==> src/rtl/gol_pkg.sv <==
// ----------------------------------------------------------------------------
// Game of Life grid package
// Shared sizes, operation codes, register indexes and interface structs.
// ----------------------------------------------------------------------------
package gol_pkg;

  localparam int MAX_WIDTH  = 64;
  localparam int MAX_HEIGHT = 64;

  // Column and row index widths follow the grid maximum.
  localparam int COL_W  = $clog2(MAX_WIDTH);
  localparam int ROW_W  = $clog2(MAX_HEIGHT);
  // Row counter holds a count up to the full height.
  localparam int CNT_W  = $clog2(MAX_HEIGHT + 1);
  // Size registers are seven bits wide.
  localparam int SIZE_W = 7;

  // Configuration port.
  localparam int PADDR_W = 3;
  localparam int PDATA_W = 32;
  localparam logic REG_GRID_WIDTH  = 1'b0;
  localparam logic REG_GRID_HEIGHT = 1'b1;

  // Operation codes.
  localparam logic [1:0] OP_WRITE   = 2'd0;
  localparam logic [1:0] OP_READ    = 2'd1;
  localparam logic [1:0] OP_ADVANCE = 2'd2;

  typedef logic [MAX_WIDTH-1:0] row_t;

  // Grid size in use, saturated to the maximum, and the mask of columns in use.
  typedef struct packed {
    logic [SIZE_W-1:0] used_w;
    logic [SIZE_W-1:0] used_h;
    row_t              col_mask;
  } gol_cfg_t;

  // One write port and one read port of the row store.
  typedef struct packed {
    logic             we;
    logic [ROW_W-1:0] waddr;
    row_t             wdata;
    logic             re;
    logic [ROW_W-1:0] raddr;
  } gol_mem_req_t;

endpackage

==> src/rtl/gol_cfg_regs.sv <==
// ----------------------------------------------------------------------------
// Game of Life grid configuration registers
// APB-style register file for the grid width and height.
// ----------------------------------------------------------------------------
module gol_cfg_regs import gol_pkg::*; (
  input  logic               clk_i,
  input  logic               rst_ni,
  input  logic               psel,
  input  logic               penable,
  input  logic               pwrite,
  input  logic [PADDR_W-1:0] paddr,
  input  logic [PDATA_W-1:0] pwdata,
  output logic [PDATA_W-1:0] prdata,
  output logic               pready,
  output gol_cfg_t           cfg_o
);

  logic [SIZE_W-1:0] grid_width_q;
  logic [SIZE_W-1:0] grid_height_q;
  logic              wr_en;
  logic              reg_idx;

  assign pready  = 1'b1;
  assign wr_en   = psel && penable && pwrite;
  assign reg_idx = paddr[2];

  always_ff @(posedge clk_i or negedge rst_ni) begin
    if (!rst_ni) begin
      grid_width_q  <= SIZE_W'(MAX_WIDTH);
      grid_height_q <= SIZE_W'(MAX_HEIGHT);
    end else if (wr_en) begin
      case (reg_idx)
        REG_GRID_WIDTH:  grid_width_q  <= pwdata[SIZE_W-1:0];
        REG_GRID_HEIGHT: grid_height_q <= pwdata[SIZE_W-1:0];
        default: ;
      endcase
    end
  end

  always_comb begin
    case (reg_idx)
      REG_GRID_WIDTH:  prdata = {{(PDATA_W-SIZE_W){1'b0}}, grid_width_q};
      REG_GRID_HEIGHT: prdata = {{(PDATA_W-SIZE_W){1'b0}}, grid_height_q};
      default:         prdata = '0;
    endcase
  end

  // Sizes above the maximum saturate.
  always_comb begin
    cfg_o.used_w = (grid_width_q > SIZE_W'(MAX_WIDTH)) ? SIZE_W'(MAX_WIDTH)
                                                       : grid_width_q;
    cfg_o.used_h = (grid_height_q > SIZE_W'(MAX_HEIGHT)) ? SIZE_W'(MAX_HEIGHT)
                                                         : grid_height_q;
    for (int i = 0; i < MAX_WIDTH; i++) begin
      cfg_o.col_mask[i] = (SIZE_W'(i) < cfg_o.used_w);
    end
  end

endmodule

==> config.mk <==
export PLATFORM = sky130hd
export DESIGN_NAME = gol_cfg_regs
export DESIGN_NICKNAME = d
export VERILOG_FILES = /design/src/rtl/gol_pkg.sv /design/src/rtl/gol_cfg_regs.sv
export SDC_FILE = /design/constraint.sdc
export NUM_CORES = 1
export LEC_CHECK = 0
export ABC_CLOCK_PERIOD_IN_PS = 2500
export BUFFER_PORTS_ARGS = -buffer_cell sky130_fd_sc_hd__clkbuf_2
export CORE_MARGIN = 2
export CORE_UTILIZATION = 35
export CTS_BUF_LIST = sky130_fd_sc_hd__clkbuf_4 sky130_fd_sc_hd__clkbuf_8 sky130_fd_sc_hd__clkbuf_16
export DETAILED_ROUTE_END_ITERATION = 12
export GPL_ROUTABILITY_DRIVEN = 0
export MAX_ROUTING_LAYER = met4
export PLACE_DENSITY = 0.8
export RECOVER_POWER = 100
export SLEW_MARGIN = 40
export SYNTH_ARGS = -nofsm -noshare
export SYNTH_HDL_FRONTEND = slang
export SYNTH_SLANG_ARGS = --single-unit
==> constraint.sdc <==
create_clock -name clk_i -period 2.5 [get_ports clk_i]
set_input_delay 0.375 -clock clk_i [delete_from_list [all_inputs] [get_ports clk_i]]
set_output_delay 0.375 -clock clk_i [all_outputs]
set_load 0.01 [all_outputs]
==> results.md <==
* Fin nets at 326
* Total clock buffers created by CTS at 3
* Initial antenna violation count at 0
* Hold Crit Class: in -> async
* Vias at 1666
* Sequential cell area at 353 um2
* Area of the multi-input gates at 881 um2
* Worst setup EP type: output port
* Post-Place Cell Area at 1880 um2
* Pint at 0.745 mW
* CTS tree: built
* Status: finished, final reports clean
* Adder-cell share of the synthesized area at 0%
* Tmin final at 2240 ps
* Syn avg cell area at 7.57 um2
* Warnings, synthesis at 0
* GR Overflow Total at 0
* Switching power at 0.866 mW
* Max stage delay cell, worst path: dfstp_2
* Post-CTS Resized at 0
* Top cell by count, worst path: inv_4
* H-Tree Level Count at 1
* #FFs+latches synth at 14
* Tightest Pin Transition at 754 ps
* Worst vdd ir at 464 uV
* DRT Pass-1 Iters at 4
* Largest family of logic cells by synthesized area: buffers and inverters
* Chip width at 69.3 um
* # rows at 23
* Simple-Gate Fraction of Synth Area at 19.5%
* Setup total negative slack at 0 ps
* Clk_lat worst skew at 240 ps
* Power density cells at 892 nW/um2
* Drt initial violations at 49
* Max clock buf depth at 2
* Final Cycle Share at 89.6%
* Commonest non-fill, non-tap cell in the layout: clkbuf_1
* Sequential share of the synthesized area at 23.7%
* Sw frac at 53.7%
* DR vias/cell at 4.97
* CTS sink cnt at 14
* Sequential Power Share at 24.1%
* DRC at 0
* PortBufs at 97
* CTS Hold Buffers Added at 0
* Hold_ws at 173 ps
* Area grow syn2layout at 21.1%
* Worst path cell trace: nor2_8 > inv_4 > nor2_4 > inv_4 > nor3_4 > o21ai_1 > clkbuf_1
* RSZ-0062 raised after global routing: false
* Largest fanout on the critical path at 18
* Leak at 0.751 nW
* Mapped Area at 1490 um2
* Routed len/inst at 14.8 um
* Xor/xnor share of the synthesized area at 0%
* Layout cell share with drive strength beyond 1 at 17.9%
* Critical path required time at 2120 ps
* CP max stage delay at 460 ps
* Vias in the first global route at 1528
* Slew Limit Fails at 0
* Post-CTS Setup Bufs at 0
* Pre-CTS setup slack at 561 ps
* Setup violators final at 0
* Initial Utilization at 36.8%
* Most frequent cells in the layout: clkbuf_1 (78), o21ai_0 (36), conb_1 (26), clkbuf_2 (22)
* Cell variety after synth at 31
* Die height at 69.3 um
* Slew HR at 49.8%
* Reg2Reg Setup Slack at 1390 ps
* Setup Crit Path Kind: reg -> out
* Post-route setup slack at 259 ps
* Core region area at 4060 um2
* Post-synthesis mux area share at 12.8%
* Fillers at 473
* Dpl cells at 331
* Die ar. at 4800 um2
* Synth Area in Compound Gates at 21.3%
* Final core occ at 44.5%
* Worst-case clock skew at 0 ps
* Detailed placer's ending HPWL at 3780 um
* Max-cap violations at 0
* Total power draw at 1.61 mW
* Clk pwr share at 12.4%
* Fin cells at 335
* GRT Util Overall at 20.3%
* Startpoint types: flip-flop
* CTS clk-pin slew, worst paths at 50 ps
* Largest net degree at the start of global routing at 19
* Synthesized instance count at 197
* Total Wirelength at 4960 um
* Final Hold Violating Endpoints at 0
* Combinational Power Share at 63.5%
* N_diodes at 0
* Root Driver: clkbuf_8
* Post-route cell area at 1810 um2
* First-pass GRT wire length at 7690 um
* I/O pins at 151
* Max frequency at 446 MHz
* Final ANT Viol Nets at 0
* Crit path DAT at 1870 ps
## cells in the mapped netlist (all sizes together)
cell type | count | area [um2]
buf | 38 | 273
o21ai | 38 | 190
a21oi | 18 | 90.1
nand2 | 18 | 67.6
mux2 | 17 | 191
dfrtp | 12 | 300
nor2 | 12 | 77.6
inv | 10 | 42.5
nor2b | 10 | 65.1
nor3 | 5 | 36.3
clkbuf | 4 | 15.0
conb | 2 | 7.51
dfstp | 2 | 52.6
nor4 | 2 | 12.5
a211oi | 1 | 7.51
a21o | 1 | 7.51
a311oi | 1 | 8.76
a31oi | 1 | 6.26
nand2b | 1 | 6.26
nand3 | 1 | 5.00
nand4 | 1 | 6.26
nand4b | 1 | 15.0
o31ai | 1 | 7.51
## critical path: cells and delay by family, from the launching register on
family	cells	cell delay, ps
DFF	1	460
AOI/OAI and AO/OA	1	100
buffers and inverters	3	320
and+or+nand+nor	3	740
## layout make-up
| type | count | area share, % |
|---|---|---|
| Multi-Input combinational cell | 155 | 48.8 |
| Sequential cell | 14 | 19.5 |
| Tap cell | 50 | 3.47 |
| Clock buffer | 4 | 2.70 |
| Inverter | 10 | 2.36 |
| Timing Repair Buffer | 102 | 23.1 |
## power by group through the flow
stage / Combinational (mW) / Sequential, mW / Clock (mW)
after detailed placement: 1.12 / 0.393 / 0
after floorplan: 0.755 / 0.322 / 0
after CTS: 1.12 / 0.391 / 0.203
final: 1.02 / 0.388 / 0.201
after global placement: 1.10 / 0.391 / 0
after global routing: 1.13 / 0.400 / 0.210
## layer usage
| metal | up-vias | wire length (um) | track usage (%) |
|---|---|---|---|
| li1 | 796 | - | - |
| met1 | 760 | 2040 | 24.9 |
| met2 | 103 | 2490 | 35.6 |
| met3 | 7 | 375 | 1.89 |
| met4 | 0 | 55 | 5.66 |
| met5 | - | 0 | - |
## flip-flops by register name, indices dropped and copies added (netlist names)
signal	cells
grid_width_q	7
grid_height_q	7
## final timing paths
| path | startpoint | end | depth (start not counted) |
|---|---|---|---|
| worst max-delay path | grid_width_q[6] | cfg_o[0] | 7 |
| worst min-delay path | rst_ni | grid_height_q[4] | 1 |
| worst max register to register | grid_width_q[3] | grid_width_q[3] | 2 |
| worst min register to register | grid_height_q[1] | grid_height_q[1] | 1 |
| max in group asynchronous | rst_ni | grid_width_q[3] | 1 |
| min in group clk_i | pwdata[0] | grid_width_q[0] | 2 |
## logic make-up after synthesis
| kind of cell | count (synthesis) |
|---|---|
| compound gates | 61 |
| other cells | 2 |
| mux | 17 |
| simple gates | 51 |
| buf+inv | 52 |
| flops | 14 |
No activity file was read; power rests on OpenSTA's default activity.
