File: src/rtl/gol_pkg.sv
// ----------------------------------------------------------------------------
// Game of Life grid package
// Shared sizes, operation codes, register indexes and interface structs.
// ----------------------------------------------------------------------------
package gol_pkg;

  localparam int MAX_WIDTH  = 64;
  localparam int MAX_HEIGHT = 64;

  // Column and row index widths follow the grid maximum.
  localparam int COL_W  = $clog2(MAX_WIDTH);
  localparam int ROW_W  = $clog2(MAX_HEIGHT);
  // Row counter holds a count up to the full height.
  localparam int CNT_W  = $clog2(MAX_HEIGHT + 1);
  // Size registers are seven bits wide.
  localparam int SIZE_W = 7;

  // Configuration port.
  localparam int PADDR_W = 3;
  localparam int PDATA_W = 32;
  localparam logic REG_GRID_WIDTH  = 1'b0;
  localparam logic REG_GRID_HEIGHT = 1'b1;

  // Operation codes.
  localparam logic [1:0] OP_WRITE   = 2'd0;
  localparam logic [1:0] OP_READ    = 2'd1;
  localparam logic [1:0] OP_ADVANCE = 2'd2;

  typedef logic [MAX_WIDTH-1:0] row_t;

  // Grid size in use, saturated to the maximum, and the mask of columns in use.
  typedef struct packed {
    logic [SIZE_W-1:0] used_w;
    logic [SIZE_W-1:0] used_h;
    row_t              col_mask;
  } gol_cfg_t;

  // One write port and one read port of the row store.
  typedef struct packed {
    logic             we;
    logic [ROW_W-1:0] waddr;
    row_t             wdata;
    logic             re;
    logic [ROW_W-1:0] raddr;
  } gol_mem_req_t;

endpackage

File: src/rtl/gol_row_rule.sv
// ----------------------------------------------------------------------------
// Game of Life grid row rule
// Computes the next generation of one row from the old rows above, at and
// below it under rule B3/S23. Columns outside the mask are dead neighbors
// and keep their old value.
// ----------------------------------------------------------------------------
module gol_row_rule import gol_pkg::*; (
  input  row_t above_i,
  input  row_t mid_i,
  input  row_t below_i,
  input  row_t col_mask_i,
  output row_t next_o
);

  logic [MAX_WIDTH+1:0] a_pad;
  logic [MAX_WIDTH+1:0] m_pad;
  logic [MAX_WIDTH+1:0] b_pad;

  assign a_pad = {1'b0, above_i & col_mask_i, 1'b0};
  assign m_pad = {1'b0, mid_i   & col_mask_i, 1'b0};
  assign b_pad = {1'b0, below_i & col_mask_i, 1'b0};

  always_comb begin
    logic [3:0] n;
    for (int c = 0; c < MAX_WIDTH; c++) begin
      n = 4'(a_pad[c]) + 4'(a_pad[c+1]) + 4'(a_pad[c+2])
        + 4'(m_pad[c]) + 4'(m_pad[c+2])
        + 4'(b_pad[c]) + 4'(b_pad[c+1]) + 4'(b_pad[c+2]);
      if (!col_mask_i[c]) begin
        next_o[c] = mid_i[c];
      end else if (mid_i[c]) begin
        next_o[c] = (n == 4'd2) || (n == 4'd3);
      end else begin
        next_o[c] = (n == 4'd3);
      end
    end
  end

endmodule

File: config.mk
export PLATFORM = sky130hd
export DESIGN_NAME = gol_row_rule
export DESIGN_NICKNAME = d
export VERILOG_FILES = /design/src/rtl/gol_pkg.sv /design/src/rtl/gol_row_rule.sv
export SDC_FILE = /design/constraint.sdc
export NUM_CORES = 1
export LEC_CHECK = 0
export BUFFER_PORTS_ARGS = -buffer_cell sky130_fd_sc_hd__buf_2
export CAP_MARGIN = 20
export CORE_UTILIZATION = 50
export DETAILED_ROUTE_END_ITERATION = 8
export PLACE_DENSITY_LB_ADDON = 0.25
export SLEW_MARGIN = 20
export SYNTH_ARGS = -nofsm -noshare
export SYNTH_HDL_FRONTEND = slang
export SYNTH_SLANG_ARGS = --single-unit
File: constraint.sdc
create_clock -name vclk -period 3
set_input_delay 0.15 -clock vclk [all_inputs]
set_output_delay 0.15 -clock vclk [all_outputs]
set_load 0.02 [all_outputs]
==> flow_summary.rst, run 1 <==
.. list-table::
   :header-rows: 1

   * - Metric
     - Value
   * - Area of the die
     - 22,400 um2
   * - Part of the power in registers
     - 0%
   * - Distinct cell type count of the synthesized netlist
     - 14
   * - Net count reported at finish
     - between 2,000 and 2,500
   * - Power density relative to cell area
     - 302 nW/um2
   * - Number of antenna violations at the first check in global routing
     - 5
   * - Number of detailed-routing iterations run before antenna repair
     - 4
   * - Final-report hold violation count
     - 0
   * - Number of clock buffer instances in the layout
     - 0
   * - Failing checks
     - setup timing
   * - Dpl cell area
     - around 16,000 um2
   * - Instance count on the critical path
     - 13
   * - Count of max-cap constraint violations
     - 0
   * - Measured slew at the worst slew-check pin
     - approximately 0.31 ns
   * - WS Path Type
     - in2out
   * - Max stage delay cell, worst path
     - sky130_fd_sc_hd__fa_1
   * - Seq_cells
     - 0
   * - Post-Syn Nets
     - between 1,500 and 2,000
   * - Finished layout cell area
     - ~17,000 um2
   * - Cell-internal power
     - about 2.7 mW
   * - Grt total ovfl
     - 0
   * - Cell seen most often among critical-path stages
     - sky130_fd_sc_hd__fa_1
   * - Register Area
     - 0 um2
   * - Post-synthesis instance area
     - roughly 11,000 um2
   * - All-layer global routing usage
     - around 30%
   * - Kind of cell with the highest combined delay on the critical path
     - adder cells
   * - Number of vias per cell
     - approximately 5.6
   * - Slowest Stage Delay on Critical Path
     - 0.52 ns
   * - Post-layout minimum cycle time
     - between 3 and 4 ns
   * - Net switching component of the power
     - about 2.6 mW
   * - Arrival time reported for the critical path endpoint
     - roughly 3.4 ns
   * - Max-slew violation count
     - 0
   * - Port bufs
     - 320
   * - Core Util, Final
     - between 80% and 90%
   * - Number of global-route vias before repair
     - 12,200
   * - Sum of net half-perimeters after detailed placement
     - between 20,000 and 30,000 um
   * - Largest net degree at the start of global routing
     - 6
   * - Cell types with the largest area share after synthesis
     - sky130_fd_sc_hd__fa_1, sky130_fd_sc_hd__ha_1, sky130_fd_sc_hd__and2_1
   * - Layout cells sized above 1
     - between 50% and 60%
   * - Post-Place Setup Slack
     - -0.546 ns
   * - Part of the cycle the worst path needs
     - 117%
   * - Normalized max-slew margin
     - about four fifths
   * - Worst Hold Depth
     - 3
   * - Max VDD drop
     - roughly 190 uV
   * - Starting DRT DRC Count
     - 211
   * - Count of fill cells added during filler insertion
     - 1,129
   * - Global-route wire length before repair
     - roughly 54,000 um
   * - I/O pin total
     - 320
   * - Kind of path behind the tightest hold check
     - in2out
   * - Part of the Yosys area used for sequential elements
     - 0%
   * - Buffers & Inverters on Critical Path
     - 4
   * - Post-synthesis cell type with the largest combined area
     - sky130_fd_sc_hd__fa_1
   * - Overall via count from detail_route
     - between 10,000 and 15,000
   * - Final Hold Slack
     - 0.606 ns
   * - Count of synthesis-stage warnings from yosys
     - 0
   * - Final setup violation count
     - 62
   * - X dimension of the die
     - ~150 um
   * - Mean Syn Cell Area
     - 10.8 um2
   * - Drc violations
     - 0
   * - Initial Util
     - slightly above 50%
   * - Relative contribution of the clock network to total power
     - 0%
   * - Crit-path max FO
     - 3
   * - Final GP Congestion
     - 0.884
   * - Number of instances in the synthesized netlist
     - between 1,000 and 1,500
   * - Portion of synthesized cell area occupied by the leading cell type
     - about 46%
   * - Setup repair after global routing missed its margin
     - yes
   * - Required arrival time at the worst endpoint
     - roughly 2.9 ns
   * - Final cell count without fillers
     - approximately 1,900
   * - Fraction of power consumed by combinational cells
     - 100.0%
   * - Post-detailed-route count of antenna-violating nets
     - 0
   * - Result of the run
     - finished with violations
   * - Worst setup path startpoint
     - col_mask_i[1]
   * - Leak
     - 8.40 nW
   * - Switching part of the total
     - about half
   * - Average wire per cell in the routed design
     - approximately 18 um
   * - Std-Cell Rows
     - 53
   * - Core outline area
     - about 21,000 um2
   * - Post-detailed-routing wire length
     - between 30,000 and 40,000 um
   * - Chip Height
     - between 100 and 150 um
   * - Placed insts
     - between 1,500 and 2,000
   * - CP Launch Type
     - input pin
   * - Crit path setup slack, layout
     - -0.516 ns
   * - Sequence of cells on the critical path
     - buf_6 > and2_4 > inv_2 > fa_1 > inv_1 > fa_1 > fa_1 > ha_2 > fa_1 > nand4b_1 > a21o_1 > a31oi_4 > buf_6
   * - Syn-to-layout area delta
     - 58.2%
   * - Highest clock rate
     - ~280 MHz
   * - Critical Path End Type
     - primary output
   * - Worst Setup EP
     - next_o[2]
-- per-stage QoR --
stage | setup TNS [ns] | power [mW]
after floorplan | -6.01 | 3.27
after global placement | -23.68 | 4.40
after detailed placement | -26.62 | 4.65
after CTS | -21.72 | 5.10
after global routing | -26.88 | 5.75
final | -21.82 | 5.21
-- area by class of cell --
cell class | instances | area (um2) | area share, %
antenna | 4 | 10.0 | 0.0580
inverter | 26 | 97.6 | 0.566
multi-input combinational | 988 | 12200 | 70.9
tap | 275 | 344 | 1.99
timing repair buffer | 578 | 4570 | 26.5
-- metal layers --
layer | wire length [um] | global-route usage [%] | part of all wire [%]
met5 | 15 | 0 | 0.045
met4 | 1240 | 11.0 | 3.8
met3 | 1830 | 5.06 | 5.5
met2 | 17900 | 56.7 | 54
met1 | 12100 | 32.7 | 37
-- power groups by stage --
stage | combinational, mW | clock (mW) | sequential (mW)
floorplan | 3.27 | 0 | 0
global placement | 4.40 | 0 | 0
detailed placement | 4.65 | 0 | 0
CTS | 5.10 | 0 | 0
global route | 5.75 | 0.0000000891 | 0
finish | 5.21 | 0.000000178 | 0
-- worst min-delay path, stage by stage --
cell and delay (ns):
sky130_fd_sc_hd__buf_8 0.09, sky130_fd_sc_hd__a31oi_4 0.08, sky130_fd_sc_hd__buf_6 0.13
-- how the worst min path moves through the flow --
stage	start	end	slack (ns)
floorplan	col_mask_i[11]	next_o[11]	0.40
global placement	col_mask_i[63]	next_o[63]	0.63
detailed placement	col_mask_i[63]	next_o[63]	0.66
CTS	col_mask_i[3]	next_o[3]	0.60
global route	col_mask_i[3]	next_o[3]	0.62
finish	col_mask_i[3]	next_o[3]	0.61
-- cell usage after synthesis --
cell type	count
sky130_fd_sc_hd__or3b_1	22
sky130_fd_sc_hd__nor4b_1	1
sky130_fd_sc_hd__fa_1	252
sky130_fd_sc_hd__nor2_1	40
sky130_fd_sc_hd__a31oi_1	62
sky130_fd_sc_hd__nand2_1	49
sky130_fd_sc_hd__inv_1	26
sky130_fd_sc_hd__nand2b_1	2
sky130_fd_sc_hd__a21oi_1	66
sky130_fd_sc_hd__and2_1	183
sky130_fd_sc_hd__nand4b_1	61
sky130_fd_sc_hd__o21ai_1	1
sky130_fd_sc_hd__a21o_1	61
sky130_fd_sc_hd__ha_1	188
-- placed cells by master, fill, tap and decap left out, types with 46 or more instances in the layout --
| cell | count |
|---|---|
| sky130_fd_sc_hd__ha_2 | 59 |
| sky130_fd_sc_hd__and2_4 | 100 |
| sky130_fd_sc_hd__and2_1 | 83 |
| sky130_fd_sc_hd__a21o_1 | 61 |
| sky130_fd_sc_hd__a21oi_1 | 66 |
| sky130_fd_sc_hd__fa_1 | 251 |
| sky130_fd_sc_hd__a31oi_4 | 61 |
| sky130_fd_sc_hd__buf_2 | 165 |
| sky130_fd_sc_hd__nand2_1 | 46 |
| sky130_fd_sc_hd__buf_6 | 148 |
| sky130_fd_sc_hd__ha_1 | 127 |
| sky130_fd_sc_hd__nand4b_1 | 61 |
| sky130_fd_sc_hd__buf_4 | 254 |
-- what timing repair did --
item / in CTS / in global routing
setup buffers: 3 / 6
setup endpoints to repair: 62 / 62
cloned: 0 / 0
pin swaps: 85 / 47
resized for setup: 258 / 21
hold buffers: 0 / 0
-- kinds of logic (layout without fill, tap and decap cells) --
family                     after synthesis  in the layout  share of synthesized area, %
buffers and inverters                   26            604                         0.895
AOI/OAI and AO/OA                      190            190                          10.8
other                                    0              4                             0
and+or+nand+nor                        358            358                          20.4
adders and majority gates              440            440                          67.8
No activity file was read; power rests on OpenSTA's default activity.
==> run 2: changes to the inputs <==
Settings changed: RECOVER_POWER set to 25.
==> run 2 against run 1 <==
  * The flow still finishes with violations (setup timing)
  * Worst setup slack gained 0.00060 ns
  * Largest power group unchanged
  * Design area is essentially flat
  * Sequential cell count is the same
  * First-iteration DRC count shrank 1.9%
  * Combinational power is essentially flat
  * Utilization is essentially flat
  * Non-clock buffer count is the same
  * Critical endpoint unchanged
  * Maximum frequency is essentially flat
  * Critical path depth is the same
==> flow_summary.rst, run 2 (synthesized netlist as in run 1, its figures left out) <==
.. list-table::
   :header-rows: 1

   * - Metric
     - Value
   * - Result of the run
     - finished with violations
   * - Failing checks
     - setup timing
   * - Kind of path behind the tightest hold check
     - in2out
   * - Required arrival time at the worst endpoint
     - 2.85 ns (about the same)
   * - Measured slew at the worst slew-check pin
     - 0.306 ns (-0.000000119 ns)
   * - Sum of net half-perimeters after detailed placement
     - 26,800 um (unchanged)
   * - Max-slew violation count
     - 0 (unchanged)
   * - Area of the die
     - 22,400 um2 (unchanged)
   * - Port bufs
     - 320 (unchanged)
   * - Leak
     - 8.40 nW (about the same)
   * - Number of vias per cell
     - 5.58 (about the same)
   * - Post-Place Setup Slack
     - -0.546 ns (unchanged)
   * - Critical Path End Type
     - primary output
   * - Final GP Congestion
     - 0.884 (unchanged)
   * - Core outline area
     - 21,200 um2 (unchanged)
   * - Global-route wire length before repair
     - 54,200 um (unchanged)
   * - Max VDD drop
     - 193 uV (-0.16%)
   * - Post-layout minimum cycle time
     - 3.52 ns (-0.000605 ns)
   * - Std-Cell Rows
     - 53 (unchanged)
   * - X dimension of the die
     - 150 um (unchanged)
   * - Seq_cells
     - 0 (unchanged)
   * - Count of max-cap constraint violations
     - 0 (unchanged)
   * - Final setup violation count
     - 62 (unchanged)
   * - Most common cell after layout, fill and taps aside
     - sky130_fd_sc_hd__buf_4
   * - Initial Util
     - 51.4% (unchanged)
   * - Crit path setup slack, layout
     - -0.516 ns (+0.000605 ns)
   * - Crit-path max FO
     - 3 (unchanged)
   * - Largest net degree at the start of global routing
     - 6 (unchanged)
   * - Number of antenna violations at the first check in global routing
     - 5 (unchanged)
   * - Starting DRT DRC Count
     - 207 (-1.9%)
   * - Post-detailed-route count of antenna-violating nets
     - 0 (unchanged)
   * - Final-report hold violation count
     - 0 (unchanged)
   * - Most frequent cells in the layout
     - sky130_fd_sc_hd__buf_4, sky130_fd_sc_hd__fa_1, sky130_fd_sc_hd__buf_2
   * - Register Area
     - 0 um2 (unchanged)
   * - Number of global-route vias before repair
     - 12,200 (unchanged)
   * - Arrival time reported for the critical path endpoint
     - 3.37 ns (about the same)
   * - All-layer global routing usage
     - 29.8% (unchanged)
   * - Part of the cycle the worst path needs
     - 117% (about the same)
   * - Normalized max-slew margin
     - 79.6% (unchanged)
   * - Syn-to-layout area delta
     - 58.2% (about the same)
   * - Overall via count from detail_route
     - 10,400 (+0.038%)
   * - Placed insts
     - 1,858 (unchanged)
   * - Finished layout cell area
     - 17,200 um2 (about the same)
   * - Final cell count without fillers
     - 1,871 (unchanged)
   * - I/O pin total
     - 320 (unchanged)
   * - Post-detailed-routing wire length
     - 33,100 um (about the same)
   * - Total design power
     - 5.21 mW (about the same)
   * - Dpl cell area
     - 16,100 um2 (unchanged)
   * - Power density relative to cell area
     - 302 nW/um2 (about the same)
   * - Number of detailed-routing iterations run before antenna repair
     - 4 (unchanged)
   * - Average wire per cell in the routed design
     - 17.7 um (about the same)
   * - Net count reported at finish
     - 2,290 (unchanged)
   * - Highest clock rate
     - 284 MHz (about the same)
   * - Chip Height
     - 150 um (unchanged)
   * - WS Path Type
     - in2out
   * - Layout cells sized above 1
     - 52.3% (-0.063 points)
   * - Setup repair after global routing missed its margin
     - yes
   * - Number of clock buffer instances in the layout
     - 0 (unchanged)
   * - Grt total ovfl
     - 0 (unchanged)
   * - CP Launch Type
     - input pin
   * - Core Util, Final
     - 81.3% (about the same)
   * - Drc violations
     - 0 (unchanged)
[run 2: cell count changes in the layout (fill, tap and decap cells not counted)]
cell                       before  now
sky130_fd_sc_hd__buf_2        165  164
sky130_fd_sc_hd__clkbuf_1       0    1
[run 2: cell type report]
cell class                 instances  area (um2)
inverter                          26        97.6
multi-input combinational        988       12200
tap                              275         344
fill                            1130        3970
timing repair buffer             578        4570
antenna                            4        10.0
[run 2: path summary, 6_finish.rpt]
path  slack (ns)  cells after the start        end          start
max        -0.52                     13  next_o[2]  col_mask_i[1]
min         0.61                      3  next_o[3]  col_mask_i[3]
[run 2: routing by layer]
layer | GRT usage (%) | up-vias | wire length [um]
met5 | 0 | - | 15
met3 | 5.06 | 106 | 1850
met2 | 56.7 | 343 | 17900
met4 | 11.0 | 2 | 1240
li1 | - | 4793 | -
met1 | 32.7 | 5201 | 12100
[run 2: worst max-delay path, stage by stage]
cell and delay, ns:
sky130_fd_sc_hd__buf_6 0.07, sky130_fd_sc_hd__and2_4 0.14, sky130_fd_sc_hd__inv_2 0.04, sky130_fd_sc_hd__fa_1 0.50, sky130_fd_sc_hd__inv_1 0.06, sky130_fd_sc_hd__fa_1 0.52, sky130_fd_sc_hd__fa_1 0.42, sky130_fd_sc_hd__ha_2 0.20
sky130_fd_sc_hd__fa_1 0.52, sky130_fd_sc_hd__nand4b_1 0.18, sky130_fd_sc_hd__a21o_1 0.24, sky130_fd_sc_hd__a31oi_4 0.18, sky130_fd_sc_hd__buf_6 0.14
[run 2: where the power goes]
part | total [mW] | switching (mW) | internal (mW)
sequential | 0 | 0 | 0
combinational | 5.21 | 2.55 | 2.66
clock | 0.000000178 | 0 | 0.000000178
[run 2: repair_timing]
action | 4_1_cts | 5_1_grt
hold buffers | 0 | 0
pin swaps | 85 | 47
setup buffers | 3 | 6
endpoints found under the setup margin | 62 | 62
endpoints found under the hold margin | 0 | 0
cloned | 0 | 0
gates resized for setup | 258 | 21
[run 2: stage by stage]
step / hold WS (ns) / setup TNS (ns)
final: 0.606 / -21.82
after global routing: 0.615 / -26.88
after CTS: 0.602 / -21.72
after detailed placement: 0.659 / -26.62
after global placement: 0.631 / -23.68
after floorplan: 0.398 / -6.01
==> run 3: changes to the inputs <==
Settings changed: ABC_CLOCK_PERIOD_IN_PS set to 4390, TNS_END_PERCENT set to 5.
Clock period 3 ns to 4.39 ns, I/O delays scaled along.
==> run 3 against run 2 <==
  * The flow now finishes without violations
  * Worst hold slack improved by 0.16 ns
  * Design area decreased by 26%
  * Utilization decreased by 21 points
  * Largest cell class unchanged
  * Highest routed layer is now met4
==> flow_summary.rst, run 3 (synthesized netlist as in run 1, its figures left out) <==
.. list-table::
   :header-rows: 1

   * - Metric
     - Value
   * - Core outline area
     - 21,200 um2 (unchanged)
   * - Area of the die
     - 22,400 um2 (unchanged)
   * - WS Path Type
     - in2out
   * - Finished layout cell area
     - 12,800 um2 (-26%)
   * - Cell-internal power
     - 1.09 mW (-59%)
   * - Number of clock buffer instances in the layout
     - 0 (unchanged)
   * - Post-detailed-route count of antenna-violating nets
     - 0 (unchanged)
   * - Number of global-route vias before repair
     - 9,224 (-24%)
   * - Result of the run
     - completed
   * - Dpl cell area
     - 12,800 um2 (-20%)
   * - Number of antenna violations at the first check in global routing
     - 0 (-5)
   * - Largest net degree at the start of global routing
     - 6 (unchanged)
   * - Syn-to-layout area delta
     - 17.7%
   * - Seq_cells
     - 0 (unchanged)
   * - X dimension of the die
     - 150 um (unchanged)
   * - Most common cell after layout, fill and taps aside
     - sky130_fd_sc_hd__buf_2
   * - Starting DRT DRC Count
     - 170 (-18%)
   * - Relative contribution of the clock network to total power
     - 0% (unchanged)
   * - Normalized max-slew margin
     - 77.5% (-2.0 points)
   * - Measured slew at the worst slew-check pin
     - 0.337 ns (+0.0304 ns)
   * - Fraction of power consumed by combinational cells
     - 100.0% (about the same)
   * - Part of the cycle the worst path needs
     - roughly 86%
   * - Final GP Congestion
     - 0.853 (-3.5%)
   * - Diodes inserted
     - 0 (-4)
   * - Chip Height
     - 150 um (unchanged)
   * - Grt total ovfl
     - 0 (unchanged)
   * - Required arrival time at the worst endpoint
     - 4.17 ns (+1.32 ns)
   * - Net count reported at finish
     - 2,032 (-11%)
   * - Final-report hold violation count
     - 0 (unchanged)
   * - CP Launch Type
     - input pin
   * - Highest clock rate
     - around 260 MHz
   * - Sum of net half-perimeters after detailed placement
     - 22,700 um (-15%)
   * - Register Area
     - 0 um2 (unchanged)
   * - Critical Path End Type
     - primary output
   * - Switching part of the total
     - 55.5% (+6.5 points)
   * - Max VDD drop
     - 108 uV (-44%)
   * - Initial Util
     - 51.4% (unchanged)
   * - Count of max-cap constraint violations
     - 0 (unchanged)
   * - I/O pin total
     - 320 (unchanged)
   * - Post-route setup TNS
     - 0 ns (+21.82 ns)
   * - All-layer global routing usage
     - 22.2% (-7.6 points)
   * - Std-Cell Rows
     - 53 (unchanged)
   * - Net switching component of the power
     - 1.36 mW (-47%)
   * - Global-route wire length before repair
     - 41,200 um (-24%)
   * - Kind of path behind the tightest hold check
     - in2out
   * - Average wire per cell in the routed design
     - 14.9 um (-16%)
   * - Port bufs
     - 320 (unchanged)
   * - Final setup violation count
     - 0 (-100%)
   * - Post-layout minimum cycle time
     - roughly 3.8 ns
   * - Layout cells sized above 1
     - 23.2% (-29 points)
   * - Part of the power in registers
     - 0% (unchanged)
   * - Total of hold buffers inserted after clock tree synthesis
     - 0 (unchanged)
   * - Most frequent cells in the layout
     - sky130_fd_sc_hd__buf_2, sky130_fd_sc_hd__fa_1, sky130_fd_sc_hd__ha_1
   * - Max-slew violation count
     - 0 (unchanged)
   * - Leak
     - 6.56 nW (-22%)
   * - Number of detailed-routing iterations run before antenna repair
     - 6 (+2)
   * - Number of gates resized after cts
     - 0 (-100%)
   * - Post CTS Setup Buffer Count
     - 0 (-3)
   * - Setup repair after global routing missed its margin
     - no
   * - Number of vias per cell
     - 5.44 (-2.5%)
   * - Post-detailed-routing wire length
     - 24,000 um (-27%)
   * - Overall via count from detail_route
     - 8,760 (-16%)
   * - Power density relative to cell area
     - 190 nW/um2 (-37%)
   * - Arrival time reported for the critical path endpoint
     - 3.57 ns (+0.20 ns)
   * - Crit-path max FO
     - 5 (+2)
   * - Drc violations
     - 0 (unchanged)
[run 3: through the flow]
| stage | total power, mW | hold slack [ns] | worst slack [ns] | utilization [%] | instances |
|---|---|---|---|---|---|
| finish | 2.44 | 0.763 | 0.604 | 60.5 | 1609 |
| global route | 2.82 | 0.779 | 0.406 | 60.5 | 1609 |
| CTS | 2.48 | 0.763 | 0.601 | 60.5 | 1609 |
| detailed placement | 2.45 | 0.763 | 0.613 | 60.5 | 1609 |
| global placement | 2.36 | 0.757 | 0.643 | 60.5 | 1609 |
| floorplan | 1.76 | 0.568 | 0.799 | - | 1014 |
[run 3: worst max-delay path: stages]
cell and delay [ns]:
sky130_fd_sc_hd__buf_2 0.12, sky130_fd_sc_hd__and2_1 0.15, sky130_fd_sc_hd__inv_1 0.06, sky130_fd_sc_hd__fa_1 0.50, sky130_fd_sc_hd__inv_1 0.05, sky130_fd_sc_hd__fa_1 0.52, sky130_fd_sc_hd__fa_1 0.42, sky130_fd_sc_hd__ha_1 0.23
sky130_fd_sc_hd__fa_1 0.50, sky130_fd_sc_hd__or3b_1 0.37, sky130_fd_sc_hd__a31oi_1 0.23, sky130_fd_sc_hd__buf_2 0.20
[run 3: area by class of cell]
class	count	area, um2
Multi-Input combinational cell	988	10800
Fill cell	1850	8380
Timing Repair Buffer	320	1590
Tap cell	275	344
Inverter	26	97.6
[run 3: path summary, 6_finish.rpt]
kind / startpoint / endpoint / slack (ns) / cells past startpoint
hold / removal: col_mask_i[61] / next_o[61] / 0.76 / 3
setup / recovery: col_mask_i[1] / next_o[2] / 0.60 / 12
[run 3: power by group through the flow]
stage	registers, mW	logic [mW]	clock network [mW]
after floorplan	0	1.76	0
after detailed placement	0	2.45	0
after global routing	0	2.82	0
after CTS	0	2.48	0
final	0	2.44	0
after global placement	0	2.36	0
[run 3: metal layers]
layer,vias to the layer above,global-route usage [%],share of wire [%],wire (um)
li1,4272,-,-,-
met4,0,2.47,1.5,348
met1,4226,29.4,43,10300
met3,28,1.95,5.5,1320
met5,-,0,0,0
met2,234,40.4,50,12000
